==> src/design/srlb_pkg.sv <==
// Shared constants, types and helpers for the sorted-range lower-bound search core.
package srlb_pkg;

    localparam int DEPTH  = 1024;
    localparam int ADDR_W = $clog2(DEPTH);
    localparam int IDX_W  = 10;
    localparam int POS_W  = 11;
    localparam int VAL_W  = 32;

    localparam logic ACT_WRITE = 1'b0;
    localparam logic ACT_QUERY = 1'b1;

    typedef logic [POS_W-1:0]        t_pos;
    typedef logic signed [VAL_W-1:0] t_val;

    typedef struct packed {
        logic              we;
        logic [ADDR_W-1:0] waddr;
        t_val              wdata;
        logic [ADDR_W-1:0] raddr;
    } t_mem_req;

    function automatic t_pos f_mid(input t_pos lo, input t_pos hi);
        t_pos span;
        span = hi - lo;
        return lo + (span >> 1);
    endfunction

endpackage

==> src/design/srlb_if.sv <==
// Request and response channel interfaces for the lower-bound search core.
interface srlb_in_if;
    logic                          valid;
    logic                          ready;
    logic                          action;
    logic [srlb_pkg::IDX_W-1:0]    element_index;
    logic signed [srlb_pkg::VAL_W-1:0] element_value;
    logic [srlb_pkg::POS_W-1:0]    range_start;
    logic [srlb_pkg::POS_W-1:0]    range_end;
    logic signed [srlb_pkg::VAL_W-1:0] target;

    modport source (
        output valid, action, element_index, element_value, range_start, range_end, target,
        input  ready
    );
    modport sink (
        input  valid, action, element_index, element_value, range_start, range_end, target,
        output ready
    );
endinterface

interface srlb_out_if;
    logic                       valid;
    logic                       ready;
    logic [srlb_pkg::POS_W-1:0] position;
    logic                       not_found;

    modport source (output valid, position, not_found, input ready);
    modport sink (input valid, position, not_found, output ready);
endinterface

==> src/design/srlb_seq.sv <==
// Search sequencer: bound update unit, query control and result register.
module srlb_seq (
    input  logic               i_clk,
    input  logic               i_rst_n,
    srlb_in_if.sink            i_req,
    srlb_out_if.source         o_rsp,
    output srlb_pkg::t_mem_req o_mem_req,
    input  srlb_pkg::t_val     i_rdata
);

    localparam logic [1:0] ST_IDLE = 2'd0;
    localparam logic [1:0] ST_SRCH = 2'd1;
    localparam logic [1:0] ST_FIN  = 2'd2;

    logic [1:0]     r_state, n_state;
    srlb_pkg::t_pos r_lo, n_lo;
    srlb_pkg::t_pos r_hi, n_hi;
    srlb_pkg::t_pos r_mid, n_mid;
    srlb_pkg::t_pos r_end, n_end;
    srlb_pkg::t_val r_tgt, n_tgt;
    logic           r_ov;
    srlb_pkg::t_pos r_pos;
    logic           r_nf;

    srlb_pkg::t_pos sat_lo, sat_hi, st_lo, st_hi;
    logic           is_below, out_free;

    // range clamp
    always_comb begin
        sat_hi = (i_req.range_end > srlb_pkg::POS_W'(srlb_pkg::DEPTH)) ?
                 srlb_pkg::POS_W'(srlb_pkg::DEPTH) : i_req.range_end;
        sat_lo = (i_req.range_start > sat_hi) ? sat_hi : i_req.range_start;
    end

    // shared step: compare the probed value and narrow the bounds
    assign is_below = i_rdata < r_tgt;
    assign st_lo    = is_below ? r_mid + srlb_pkg::POS_W'(1) : r_lo;
    assign st_hi    = is_below ? r_hi : r_mid;
    assign out_free = !r_ov || o_rsp.ready;

    always_comb begin
        n_state = r_state;
        n_lo    = r_lo;
        n_hi    = r_hi;
        n_mid   = r_mid;
        n_end   = r_end;
        n_tgt   = r_tgt;
        o_mem_req.we    = 1'b0;
        o_mem_req.waddr = i_req.element_index[srlb_pkg::ADDR_W-1:0];
        o_mem_req.wdata = i_req.element_value;
        case (r_state)
            ST_IDLE: begin
                if (i_req.valid) begin
                    if (i_req.action == srlb_pkg::ACT_WRITE) begin
                        o_mem_req.we = ({1'b0, i_req.element_index} <
                                        srlb_pkg::POS_W'(srlb_pkg::DEPTH));
                    end else begin
                        n_lo  = sat_lo;
                        n_hi  = sat_hi;
                        n_end = sat_hi;
                        n_tgt = i_req.target;
                        if (sat_lo < sat_hi) begin
                            n_mid   = srlb_pkg::f_mid(sat_lo, sat_hi);
                            n_state = ST_SRCH;
                        end else begin
                            n_state = ST_FIN;
                        end
                    end
                end
            end
            ST_SRCH: begin
                n_lo = st_lo;
                n_hi = st_hi;
                if (st_lo < st_hi) begin
                    n_mid = srlb_pkg::f_mid(st_lo, st_hi);
                end else begin
                    n_state = ST_FIN;
                end
            end
            ST_FIN: begin
                if (out_free) begin
                    n_state = ST_IDLE;
                end
            end
            default: begin
                n_state = ST_IDLE;
            end
        endcase
        o_mem_req.raddr = n_mid[srlb_pkg::ADDR_W-1:0];
    end

    always_ff @(posedge i_clk) begin
        if (!i_rst_n) begin
            r_state <= ST_IDLE;
            r_ov    <= 1'b0;
        end else begin
            r_state <= n_state;
            if (r_state == ST_FIN && out_free) begin
                r_ov <= 1'b1;
            end else if (o_rsp.ready) begin
                r_ov <= 1'b0;
            end
        end
    end

    always_ff @(posedge i_clk) begin
        r_lo  <= n_lo;
        r_hi  <= n_hi;
        r_mid <= n_mid;
        r_end <= n_end;
        r_tgt <= n_tgt;
        if (r_state == ST_FIN && out_free) begin
            r_pos <= r_lo;
            r_nf  <= !(r_lo < r_end);
        end
    end

    assign i_req.ready     = (r_state == ST_IDLE);
    assign o_rsp.valid     = r_ov;
    assign o_rsp.position  = r_pos;
    assign o_rsp.not_found = r_nf;

endmodule

==> src/flat_wrapper.sv <==
// flat-port wrapper written by rule: the top's interface ports become plain ports
module srlb_seq_flat 
  (i_clk, i_rst_n, o_mem_req, i_rdata, i_req_valid, i_req_action, i_req_element_index, i_req_element_value, i_req_range_start, i_req_range_end, i_req_target, i_req_ready, o_rsp_valid, o_rsp_position, o_rsp_not_found, o_rsp_ready);
  srlb_in_if i_req_i ();
  srlb_out_if o_rsp_i ();
  input  logic i_clk;
  input  logic i_rst_n;
  output srlb_pkg::t_mem_req o_mem_req;
  input  srlb_pkg::t_val i_rdata;
  input wire logic [$bits(i_req_i.valid)-1:0] i_req_valid;
  input wire logic [$bits(i_req_i.action)-1:0] i_req_action;
  input wire logic [$bits(i_req_i.element_index)-1:0] i_req_element_index;
  input wire logic [$bits(i_req_i.element_value)-1:0] i_req_element_value;
  input wire logic [$bits(i_req_i.range_start)-1:0] i_req_range_start;
  input wire logic [$bits(i_req_i.range_end)-1:0] i_req_range_end;
  input wire logic [$bits(i_req_i.target)-1:0] i_req_target;
  output wire logic [$bits(i_req_i.ready)-1:0] i_req_ready;
  output wire logic [$bits(o_rsp_i.valid)-1:0] o_rsp_valid;
  output wire logic [$bits(o_rsp_i.position)-1:0] o_rsp_position;
  output wire logic [$bits(o_rsp_i.not_found)-1:0] o_rsp_not_found;
  input wire logic [$bits(o_rsp_i.ready)-1:0] o_rsp_ready;
  assign i_req_i.valid = i_req_valid;
  assign i_req_i.action = i_req_action;
  assign i_req_i.element_index = i_req_element_index;
  assign i_req_i.element_value = i_req_element_value;
  assign i_req_i.range_start = i_req_range_start;
  assign i_req_i.range_end = i_req_range_end;
  assign i_req_i.target = i_req_target;
  assign i_req_ready = i_req_i.ready;
  assign o_rsp_valid = o_rsp_i.valid;
  assign o_rsp_position = o_rsp_i.position;
  assign o_rsp_not_found = o_rsp_i.not_found;
  assign o_rsp_i.ready = o_rsp_ready;
  srlb_seq u_core (.i_clk(i_clk), .i_rst_n(i_rst_n), .i_req(i_req_i), .o_rsp(o_rsp_i), .o_mem_req(o_mem_req), .i_rdata(i_rdata));
endmodule
==> config.mk <==
export PLATFORM = sky130hd
export DESIGN_NAME = srlb_seq_flat
export DESIGN_NICKNAME = d
export VERILOG_FILES = /design/src/design/srlb_pkg.sv /design/src/design/srlb_if.sv /design/src/design/srlb_seq.sv /design/src/flat_wrapper.sv
export SDC_FILE = /design/constraint.sdc
export NUM_CORES = 1
export LEC_CHECK = 0
export BUFFER_PORTS_ARGS = -buffer_cell sky130_fd_sc_hd__buf_2
export CAP_MARGIN = 20
export CORE_ASPECT_RATIO = 1.1
export CORE_UTILIZATION = 50
export CTS_CLUSTER_SIZE = 28
export DETAILED_ROUTE_END_ITERATION = 8
export PLACE_DENSITY = 0.77
export SETUP_SLACK_MARGIN = 0.1
export SLEW_MARGIN = 15
export SYNTH_ARGS = -nofsm -noshare
export SYNTH_HDL_FRONTEND = slang
export SYNTH_SLANG_ARGS = --single-unit
==> constraint.sdc <==
create_clock -name i_clk -period 10 [get_ports i_clk]
set_input_delay 1 -clock i_clk [delete_from_list [all_inputs] [get_ports i_clk]]
set_output_delay 1 -clock i_clk [all_outputs]
set_load 0.03 [all_outputs]
==> run_results.csv, run 1 <==
group,metric,value,unit
sta,finalMaxSlewViolations,0,
sta,rsz0062_at_grt,"no",
cts,postCtsHoldBufs,0,
detailed_routing,drtPass1Iterations,4,
pwr,p_sw,738,µW
synthesis,synthFlopType,"edfxtp_1",
detailed_routing,dr.first_iter.drc_count,208,
global_routing,grt_max_degree,44,
worst_setup_path,startpoint_type,"input port",
synthesis,syn_inst,724,
sta,finalSetupViolCount,0,
worst_setup_path,crit_top_cell,"a21oi_1",
sta,worst_slew_pin_slew,634,ps
pwr,seqPwrFrac,26.3,%
cts,post_cts_resized,0,
global_routing,gr-total-overflow,0,
placed_design,dpl.hpwl,12100,µm
cells_and_area,area_delta_synth_final,10.3,%
cts,cts_tree,"yes",
cells_and_area,fin_nets,1023,
placed_design,gp_congestion,0.878,
global_routing,antenna_found_initial,0,
die,die_y,127,µm
pwr,combPwrFrac,53.1,%
detailed_routing,drt_wl_total,14900,µm
global_routing,grt_usage,20.9,%
sta,fin_skew,4.22,ps
worst_setup_path,cp_max_fo,14,
synthesis,synthTopCellsByCount,"95 x ha_1, 93 x inv_1, 78 x edfxtp_1, 52 x buf_4, 48 x nand2_1",
sta,hold_viol_final,0,
worst_setup_path,cp_data_arrival_time,6940,ps
hold_path,min_path_type,"reg -> reg",
die,die_area,14800,µm²
worst_setup_path,slowest_delay,590,ps
cts,cts_buffers,9,
worst_setup_path,cp-end-kind,"output port",
detailed_routing,ant_nets,0,
synthesis,synth_seq_cells,91,
pwr,p_int,1.15,mW
cts,post_cts_buffers,0,
synthesis,synth_edf_count,78,
worst_setup_path,cp_slowest_cell,"o31a_1",
worst_setup_path,crit_buf_inv,4,
sta,relSlewSlack,57.7,%
global_routing,grt_pass1_wl,23500,µm
detailed_routing,num_vias,5178,
sta,hold_ws,456,ps
sta,fin_crit,7940,ps
sta,max_freq,126,MHz
cts,root_buffer,"clkbuf_16",
pwr,power_density,239,nW/µm²
sta,min_period_over_period,79.4,%
job,max-cap-violations,0,
synthesis,synth_top_cell_area_share,32.8,%
pwr,p_clk_share,20.7,%
cts,clk_latency,350,ps
cts,cts.sinks,91,
outcome,status,"completed",
worst_setup_path,crit_type,"in -> out",
global_routing,grt_pass1_vias,4946,
die,io_pins,200,
placed_design,numPortBuffers,115,
worst_setup_path,cpLargestDelayFamily,"compound AO/OA/AOI/OAI gates",
synthesis,synth_top_cell_by_area,"edfxtp_1",
cells_and_area,fillers,1225,
synthesis,async_flop_share,0,%
synthesis,seq_area_frac_synth,36.4,%
pwr,p_total,1.89,mW
synthesis,syn_nets,956,
die,row_count,45,
synthesis,syn_avg_cell_area,9.87,µm²
worst_setup_path,cp_data_required_time,9000,ps
pwr,p_sw_share,39.1,%
detailed_routing,route.detailed.drc,0,
pwr,ir_drop,112,µV
cells_and_area,drive_gt1_share,20.6,%
die,start_util,51.4,%
detailed_routing,viasPerCell,5.26,
cts,clk_path_buf_depth,2,
synthesis,synth.distinct_cells,50,
die,die-width,116,µm
sta,fin_tns_setup,0,ps
cts,clk_pin_slew,60,ps
synthesis,yosys_warnings,0,
synthesis,yosysMostFrequentCell,"ha_1",
detailed_routing,drt-wirelength-per-cell,15.1,µm
cells_and_area,antenna_cells,0,
cts,h-tree-depth,3,
pwr,power.leakage,3.72,nW
synthesis,ys_top_cells_by_area,"edfxtp_1 33%, ha_1 17%, buf_4 5.5%",
synthesis,syn-cell-area,7150,µm²
die,core_area,13900,µm²
## cell type report
cell class | count | area, µm² | area share, %
Clock buffer | 11 | 243 | 3.08
Timing Repair Buffer | 122 | 628 | 7.96
Tap cell | 188 | 235 | 2.98
Inverter | 93 | 349 | 4.43
Sequential cell | 91 | 2600 | 33.0
Clock inverter | 5 | 100 | 1.27
Multi-Input combinational cell | 474 | 3730 | 47.3
## through the flow
| step | setup WS, ps | area [µm²] | std cells | util, % |
|---|---|---|---|---|
| 2_1_floorplan | 3030 | 7150 | 724 | - |
| 3_3_place_gp | 2280 | 7540 | 968 | 54.3 |
| 3_5_place_dp | 2080 | 7540 | 968 | 54.3 |
| 4_1_cts | 2060 | 7890 | 984 | 56.7 |
| 5_1_grt | 1460 | 7890 | 984 | 56.7 |
| 6_report | 2060 | 7890 | 984 | 56.7 |
## kinds of logic (layout without fill, tap and decap cells)
kind of cell / Yosys count / in the layout / share of synthesized area, %
muxes: 36 / 36 / 5.85
xor gates and xnor gates: 41 / 41 / 5.02
AOI/OAI and AO/OA: 148 / 148 / 13.2
adders and majority gates: 99 / 99 / 17.7
and+or+nand+nor: 150 / 150 / 10.2
DFF: 91 / 91 / 36.4
buffers and inverters: 159 / 231 / 11.6
## layer usage
metal  global-route usage [%]  wire length (µm)  up-vias
met3                     3.84               848       37
met2                     35.3              7020      145
li1                         -                 -     2624
met1                     25.2              6600     2372
met5                        0                 0        -
met4                     10.9               435        0
## worst paths after layout
path,from,to,slack (ps),cells after the start
worst max-delay path,i_req_range_end[10],o_mem_req[9],2060,27
worst min-delay path,u_core.r_lo[0],u_core.o_rsp.position[0],460,0
worst max register to register,u_core.r_tgt[13],u_core.r_mid[10],3980,27
worst min register to register,u_core.r_lo[0],u_core.o_rsp.position[0],460,0
## placed cells by master, fill, tap and decap left out, drive strengths merged, types with 9 or more instances in the layout
cell type / instances
a21o: 22
a21oi: 44
buf: 122
clkbuf: 11
dfxtp: 13
edfxtp: 78
ha: 95
inv: 93
mux2: 9
mux2i: 27
nand2: 48
nand3: 11
nand4: 11
nor2: 29
nor2b: 24
o21ai: 43
o221ai: 9
xnor2: 25
xor2: 16
## state kept, by name, indices dropped and copies added, names as in the netlist
name and flops:
u_core.o_rsp.not_found 1, u_core.r_mid 11, u_core.r_state 2, u_core.o_rsp.valid 1, u_core.r_lo 11, u_core.r_end 11
u_core.r_hi 11, u_core.o_rsp.position 11, u_core.r_tgt 32
## power by group through the flow
stage | clock network, mW | logic (mW) | registers [mW]
after floorplan | 0 | 0.846 | 0.494
after global placement | 0 | 0.975 | 0.501
after detailed placement | 0 | 0.984 | 0.502
after CTS | 0.401 | 0.996 | 0.495
after global routing | 0.413 | 1.12 | 0.500
final | 0.390 | 1.00 | 0.495
## worst register-to-register path: cells and delay by family (launching register included)
family	cells	cell delay, ps
flops	1	370
xor+xnor	2	330
fa+ha+maj	4	1170
compound gates	15	2530
mux	2	630
simple gates	2	240
buf+inv	2	490
Note: power is estimated with default switching activity, not from simulation.
==> run 2, diff against run 1 <==
Settings changed: ABC_AREA set to 1, CORE_UTILIZATION 50 to 49, PLACE_DENSITY 0.77 to 0.78.
Clock period 10 ns to 7.18 ns, I/O delays scaled along.
==> run_results.csv, run 2 <==
group,metric,value,unit
sta,max_freq,150,MHz
detailed_routing,route.detailed.drc,0,
pwr,power_density,353,nW/µm²
sta,hold_ws,494,ps
worst_setup_path,startpoint_type,"input port",
global_routing,gr-total-overflow,0,
sta,finalSetupViolCount,0,
worst_setup_path,endpoint,"o_mem_req[8]",
die,die_y,132,µm
worst_setup_path,cp-end-kind,"output port",
worst_setup_path,crit_top_cell,"nand2_1",
sta,fin_skew,10.9,ps
cells_and_area,multi_input_area,3940,µm²
worst_setup_path,cp.depth,34,
die,core_area,15100,µm²
die,start_util,50.2,%
pwr,power.leakage,4.07,nW
detailed_routing,dr.first_iter.drc_count,543,
sta,fin_tns_setup,0,ps
cts,clk_pin_slew,70,ps
cts,clk_path_buf_depth,2,
synthesis,synthTopCellsByCount,"176 x nand2_1, 144 x inv_1, 95 x ha_1, 78 x edfxtp_1, 66 x a21oi_1",
synthesis,yosysMostFrequentCell,"nand2_1",
cells_and_area,post-route-cell-area,8320,µm²
worst_setup_path,cpLargestDelayFamily,"simple AND/OR/NAND/NOR gates",
cts,cts_tree,"yes",
worst_setup_path,cp_data_arrival_time,5970,ps
cts,h-tree-depth,3,
worst_setup_path,r2r-start,"u_core.r_tgt[27]",
synthesis,synth.distinct_cells,44,
detailed_routing,drtPass1Iterations,5,
die,row_count,47,
cells_and_area,layout_commonest_cell,"nand2_1",
global_routing,grt_pass1_wl,28800,µm
cells_and_area,top_register,"u_core.r_tgt",
sta,hold_viol_final,0,
worst_setup_path,cp_max_fo,4,
synthesis,syn_inst,918,
detailed_routing,drt_wl_total,18500,µm
pwr,ir_drop,344,µV
synthesis,synth_top_cell_area_share,31.0,%
cells_and_area,drive_gt1_share,20.0,%
sta,worst_slew_pin_slew,900,ps
worst_setup_path,worstReg2RegEnd,"u_core.r_mid[10]",
job,max-cap-violations,0,
worst_setup_path,crit_buf_inv,5,
worst_setup_path,slowest_delay,410,ps
synthesis,syn_avg_cell_area,8.23,µm²
worst_setup_path,reg2reg_slack,1900,ps
global_routing,antenna_found_initial,0,
sta,relSlewSlack,39.4,%
sta,fin_crit,6690,ps
cells_and_area,largest_reg_flops,32,
global_routing,grt_max_degree,44,
die,die-width,120,µm
cells_and_area,most-common-layout-cells,"175 x nand2_1, 143 x inv_1, 114 x buf_2",
worst_setup_path,crit_type,"in -> out",
synthesis,synth_seq_cells,91,
placed_design,numPortBuffers,115,
hold_path,min_path_type,"reg -> reg",
synthesis,yosys_warnings,0,
detailed_routing,viasPerCell,5.32,
die,die_area,15900,µm²
worst_setup_path,r2r_cells,32,
outcome,status,"completed",
synthesis,synth_top_cell_by_area,"edfxtp_1",
global_routing,grt_pass1_vias,6089,
synthesis,syn-cell-area,7550,µm²
cts,root_buffer,"clkbuf_16",
cells_and_area,fin_nets,1227,
worst_setup_path,crit_start,"i_req_range_end[6]",
cts,cts.sinks,91,
cells_and_area,seq_area,2600,µm²
sta,min_period_over_period,93.1,%
synthesis,seq_area_frac_synth,34.4,%
sta,finalMaxSlewViolations,0,
cts,clk_latency,360,ps
placed_design,dpl_cell_area,7960,µm²
synthesis,syn_nets,1150,
die,io_pins,200,
cells_and_area,antenna_cells,0,
synthesis,async_flop_share,0,%
cts,cts_buffers,9,
worst_setup_path,cp_slowest_cell,"fa_1",
synthesis,synthFlopType,"edfxtp_1",
synthesis,ys_top_cells_by_area,"edfxtp_1 31%, ha_1 16%, nand2_1 8.7%",
placed_design,gp_congestion,0.974,
worst_setup_path,cp_data_required_time,6460,ps
cells_and_area,area_delta_synth_final,10.1,%
placed_design,dpl.hpwl,14800,µm
detailed_routing,num_vias,6360,
sta,rsz0062_at_grt,"no",
synthesis,synth_edf_count,78,
global_routing,grt_usage,23.4,%
detailed_routing,drt-wirelength-per-cell,15.4,µm
detailed_routing,ant_nets,0,
cells_and_area,fillers,1420,
-- run 2: changes by cell type after synthesis, sizes merged, moves of 6 or more --
cell / previous run / this run
nor2b: 24 / 0
nand3: 11 / 35
o221ai: 9 / 2
a21o: 22 / 3
mux2i: 27 / 0
nand2b: 6 / 0
nand2: 48 / 193
inv: 93 / 147
nor2: 29 / 61
mux2: 9 / 0
o21ai: 43 / 76
xnor2: 25 / 13
a21oi: 44 / 66
-- run 2: worst min path at each step --
stage | slack (ps) | endpoint | startpoint | depth (start not counted)
5_1_grt | 530 | u_core.r_tgt[0] | i_req_target[0] | 1
4_1_cts | 510 | u_core.o_rsp.position[0] | u_core.r_lo[0] | 0
3_5_place_dp | 490 | u_core.o_rsp.position[0] | u_core.r_lo[0] | 0
3_3_place_gp | 480 | u_core.o_rsp.position[0] | u_core.r_lo[0] | 0
2_1_floorplan | 450 | u_core.o_rsp.position[0] | u_core.r_lo[0] | 0
6_report | 490 | u_core.o_rsp.position[0] | u_core.r_lo[0] | 0
-- run 2: cell type report --
cell class                 count  area share (%)
inverter                     148            6.72
timing repair inverter         1          0.0602
timing repair buffer         128            8.12
multi-input combinational    616            47.4
tap                          196            2.95
clock buffer                   9            2.71
sequential                    91            31.3
clock inverter                 7           0.812
-- run 2: layer usage --
layer	wire length [µm]	part of all wire [%]	global-route usage, %	vias to the layer above
li1	-	-	-	3168
met1	7610	41	28.9	2897
met2	8730	47	39.7	253
met3	1560	8.5	3.76	42
met4	553	3.0	11.0	0
met5	0	0	0	-
-- run 2: per-stage QoR --
stage | instances | utilization [%] | setup slack (ps) | power [mW]
2_1_floorplan | 918 | - | 1060 | 2.12
3_3_place_gp | 1173 | 52.9 | 605 | 2.41
3_5_place_dp | 1173 | 52.9 | 434 | 2.43
4_1_cts | 1189 | 54.8 | 406 | 2.91
5_1_grt | 1196 | 55.3 | 64.5 | 3.18
6_report | 1196 | 55.3 | 494 | 2.93
-- run 2: power breakdown --
group / internal (mW) / switching [mW]
Sequential: 0.648 / 0.0714
Clock: 0.244 / 0.228
Combinational: 0.659 / 1.08
-- run 2: worst register-to-register path, delay by kind of cell, from the launching register on --
family,cells,cell delay [ps]
flops,1,370
xor+xnor,1,70
simple gates,17,2020
fa+ha+maj,4,1270
compound gates,7,1080
buf+inv,3,260
-- run 2: logic make-up (layout without fill, tap and decap cells) --
kind of cell	count (synthesis)	count (layout)	synth area share, %
simple gates	311	312	17.7
xor+xnor	34	34	3.94
buf+inv	212	293	13.8
fa+ha+maj	99	99	16.8
compound gates	171	171	13.3
flops	91	91	34.4
-- run 2: repair_timing --
action                     CTS  global route
hold buffers                 0             0
setup buffers                0             5
setup endpoints to repair    0             4
gates resized for setup      0             9
==> run 3, diff against run 2 <==
Settings changed: CORE_ASPECT_RATIO 1.1 to 0.7.
==> run_results.csv, run 3 (synthesized netlist as in run 2, its figures left out) <==
group,metric,value,unit
outcome,status,"completed",
worst_setup_path,cp-end-kind,"output port",
detailed_routing,viasPerCell,5.41,
sta,fin_skew,7.18,ps
die,io_pins,200,
global_routing,grt_usage,26.1,%
cells_and_area,fillers,1345,
worst_setup_path,endpoint,"o_mem_req[9]",
detailed_routing,drt_wl_total,20000,µm
global_routing,gr-usage-met3,8.35,%
worst_setup_path,cp_max_fo,7,
cts,cts.sinks,91,
sta,fin_tns_setup,0,ps
worst_setup_path,crit_top_cell,"nand2_1",
detailed_routing,num_vias,6456,
sta,max_freq,150,MHz
cts,clk_latency,350,ps
cells_and_area,top_register,"u_core.r_tgt",
worst_setup_path,crit_start,"i_req_range_end[6]",
cts,clk_path_buf_depth,2,
die,row_count,37,
cts,clk_pin_slew,70,ps
detailed_routing,ant_nets,0,
detailed_routing,dr.first_iter.drc_count,531,
cells_and_area,fin_nets,1225,
cells_and_area,antenna_cells,0,
worst_setup_path,cp_data_required_time,6460,ps
cells_and_area,multi_input_area,3940,µm²
global_routing,grt_util_met2,37.9,%
sta,rsz0062_at_grt,"yes",
pwr,power.leakage,4.06,nW
global_routing,grt_use_met1,37.3,%
pwr,ir_drop,256,µV
hold_path,min_path_type,"in -> reg",
cells_and_area,largest_reg_flops,32,
die,start_util,50.8,%
worst_setup_path,slowest_delay,320,ps
cts,root_buffer,"clkbuf_16",
hold_path,hold_depth,1,
sta,worst_slew_pin_slew,755,ps
sta,relSlewSlack,49.6,%
worst_setup_path,worstReg2RegEnd,"u_core.r_mid[10]",
die,core_area,14900,µm²
placed_design,numPortBuffers,115,
sta,hold_ws,539,ps
cts,cts_buffers,9,
cells_and_area,drive_gt1_share,19.8,%
worst_setup_path,startpoint_type,"input port",
sta,finalMaxSlewViolations,0,
cts,postCtsHoldBufs,0,
global_routing,antenna_found_initial,0,
placed_design,dpl.hpwl,16400,µm
sta,fin_crit,6670,ps
cts,h-tree-depth,3,
detailed_routing,drt-wirelength-per-cell,16.7,µm
global_routing,grt_pass1_wl,31300,µm
worst_setup_path,reg2reg_slack,1820,ps
detailed_routing,route.detailed.drc,0,
cells_and_area,seq_area,2600,µm²
worst_setup_path,r2r-start,"u_core.r_tgt[5]",
detailed_routing,drtPass1Iterations,6,
die,die_y,106,µm
global_routing,grt_max_degree,44,
worst_setup_path,r2r_cells,33,
sta,finalSetupViolCount,0,
worst_setup_path,cp_data_arrival_time,5950,ps
pwr,power_density,357,nW/µm²
cells_and_area,most-common-layout-cells,"176 x nand2_1, 143 x inv_1, 115 x buf_2",
global_routing,grt_pass1_vias,5936,
global_routing,busiest_layer,"met2",
cells_and_area,area_delta_synth_final,9.77,%
job,max-cap-violations,0,
cts,cts_tree,"yes",
cells_and_area,layout_commonest_cell,"nand2_1",
die,die-width,150,µm
sta,hold_viol_final,0,
global_routing,gr-total-overflow,0,
worst_setup_path,crit_type,"in -> out",
worst_setup_path,cp_slowest_cell,"ha_1",
die,die_area,15900,µm²
sta,min_period_over_period,92.8,%
placed_design,gp_congestion,0.989,
run 3: through the flow:
step                area, µm²  util [%]  total power [mW]  setup WS (ps)  instances
floorplan                7550         -              2.12           1060        918
global placement         7990      53.8              2.45            665       1176
detailed placement       7990      53.8              2.47            481       1176
CTS                      8270      55.7              2.94            450       1192
global route             8290      55.8              3.21           36.4       1193
finish                   8290      55.8              2.96            513       1193
run 3: layer usage:
layer,routed length [µm],vias to the layer above
li1,-,3167
met1,9030,2949
met2,8280,315
met3,2420,25
met4,250,0
met5,0,-
run 3: timing repair:
action                     CTS  global route
resized for setup            0             9
setup buffers                0             1
setup endpoints to repair    0             3
run 3: cell type report:
class / count / area share, %
Timing Repair Buffer: 128 / 8.12
Clock buffer: 9 / 2.72
Inverter: 148 / 6.70
Sequential cell: 91 / 31.4
Multi-Input combinational cell: 615 / 47.5
Tap cell: 195 / 2.94
Clock inverter: 7 / 0.694
run 3: power by group:
part           switching (mW)  internal (mW)  total (mW)
sequential             0.0713          0.648       0.720
combinational            1.13          0.660        1.79
clock                   0.219          0.240       0.460
run 3: worst min path at each step:
| stage | startpoint | to |
|---|---|---|
| final | i_req_target[18] | u_core.r_tgt[18] |
| after global routing | i_req_target[29] | u_core.r_tgt[29] |
| after detailed placement | u_core.r_lo[8] | u_core.o_rsp.position[8] |
| after floorplan | u_core.r_lo[0] | u_core.o_rsp.position[0] |
| after CTS | i_req_target[17] | u_core.r_tgt[17] |
| after global placement | u_core.r_lo[10] | u_core.o_rsp.position[10] |
run 3: critical path, delay by kind of cell:
family	cells	cell delay (ps)
fa+ha+maj	3	930
xor+xnor	1	170
buf+inv	6	620
simple gates	13	1690
compound gates	12	1800
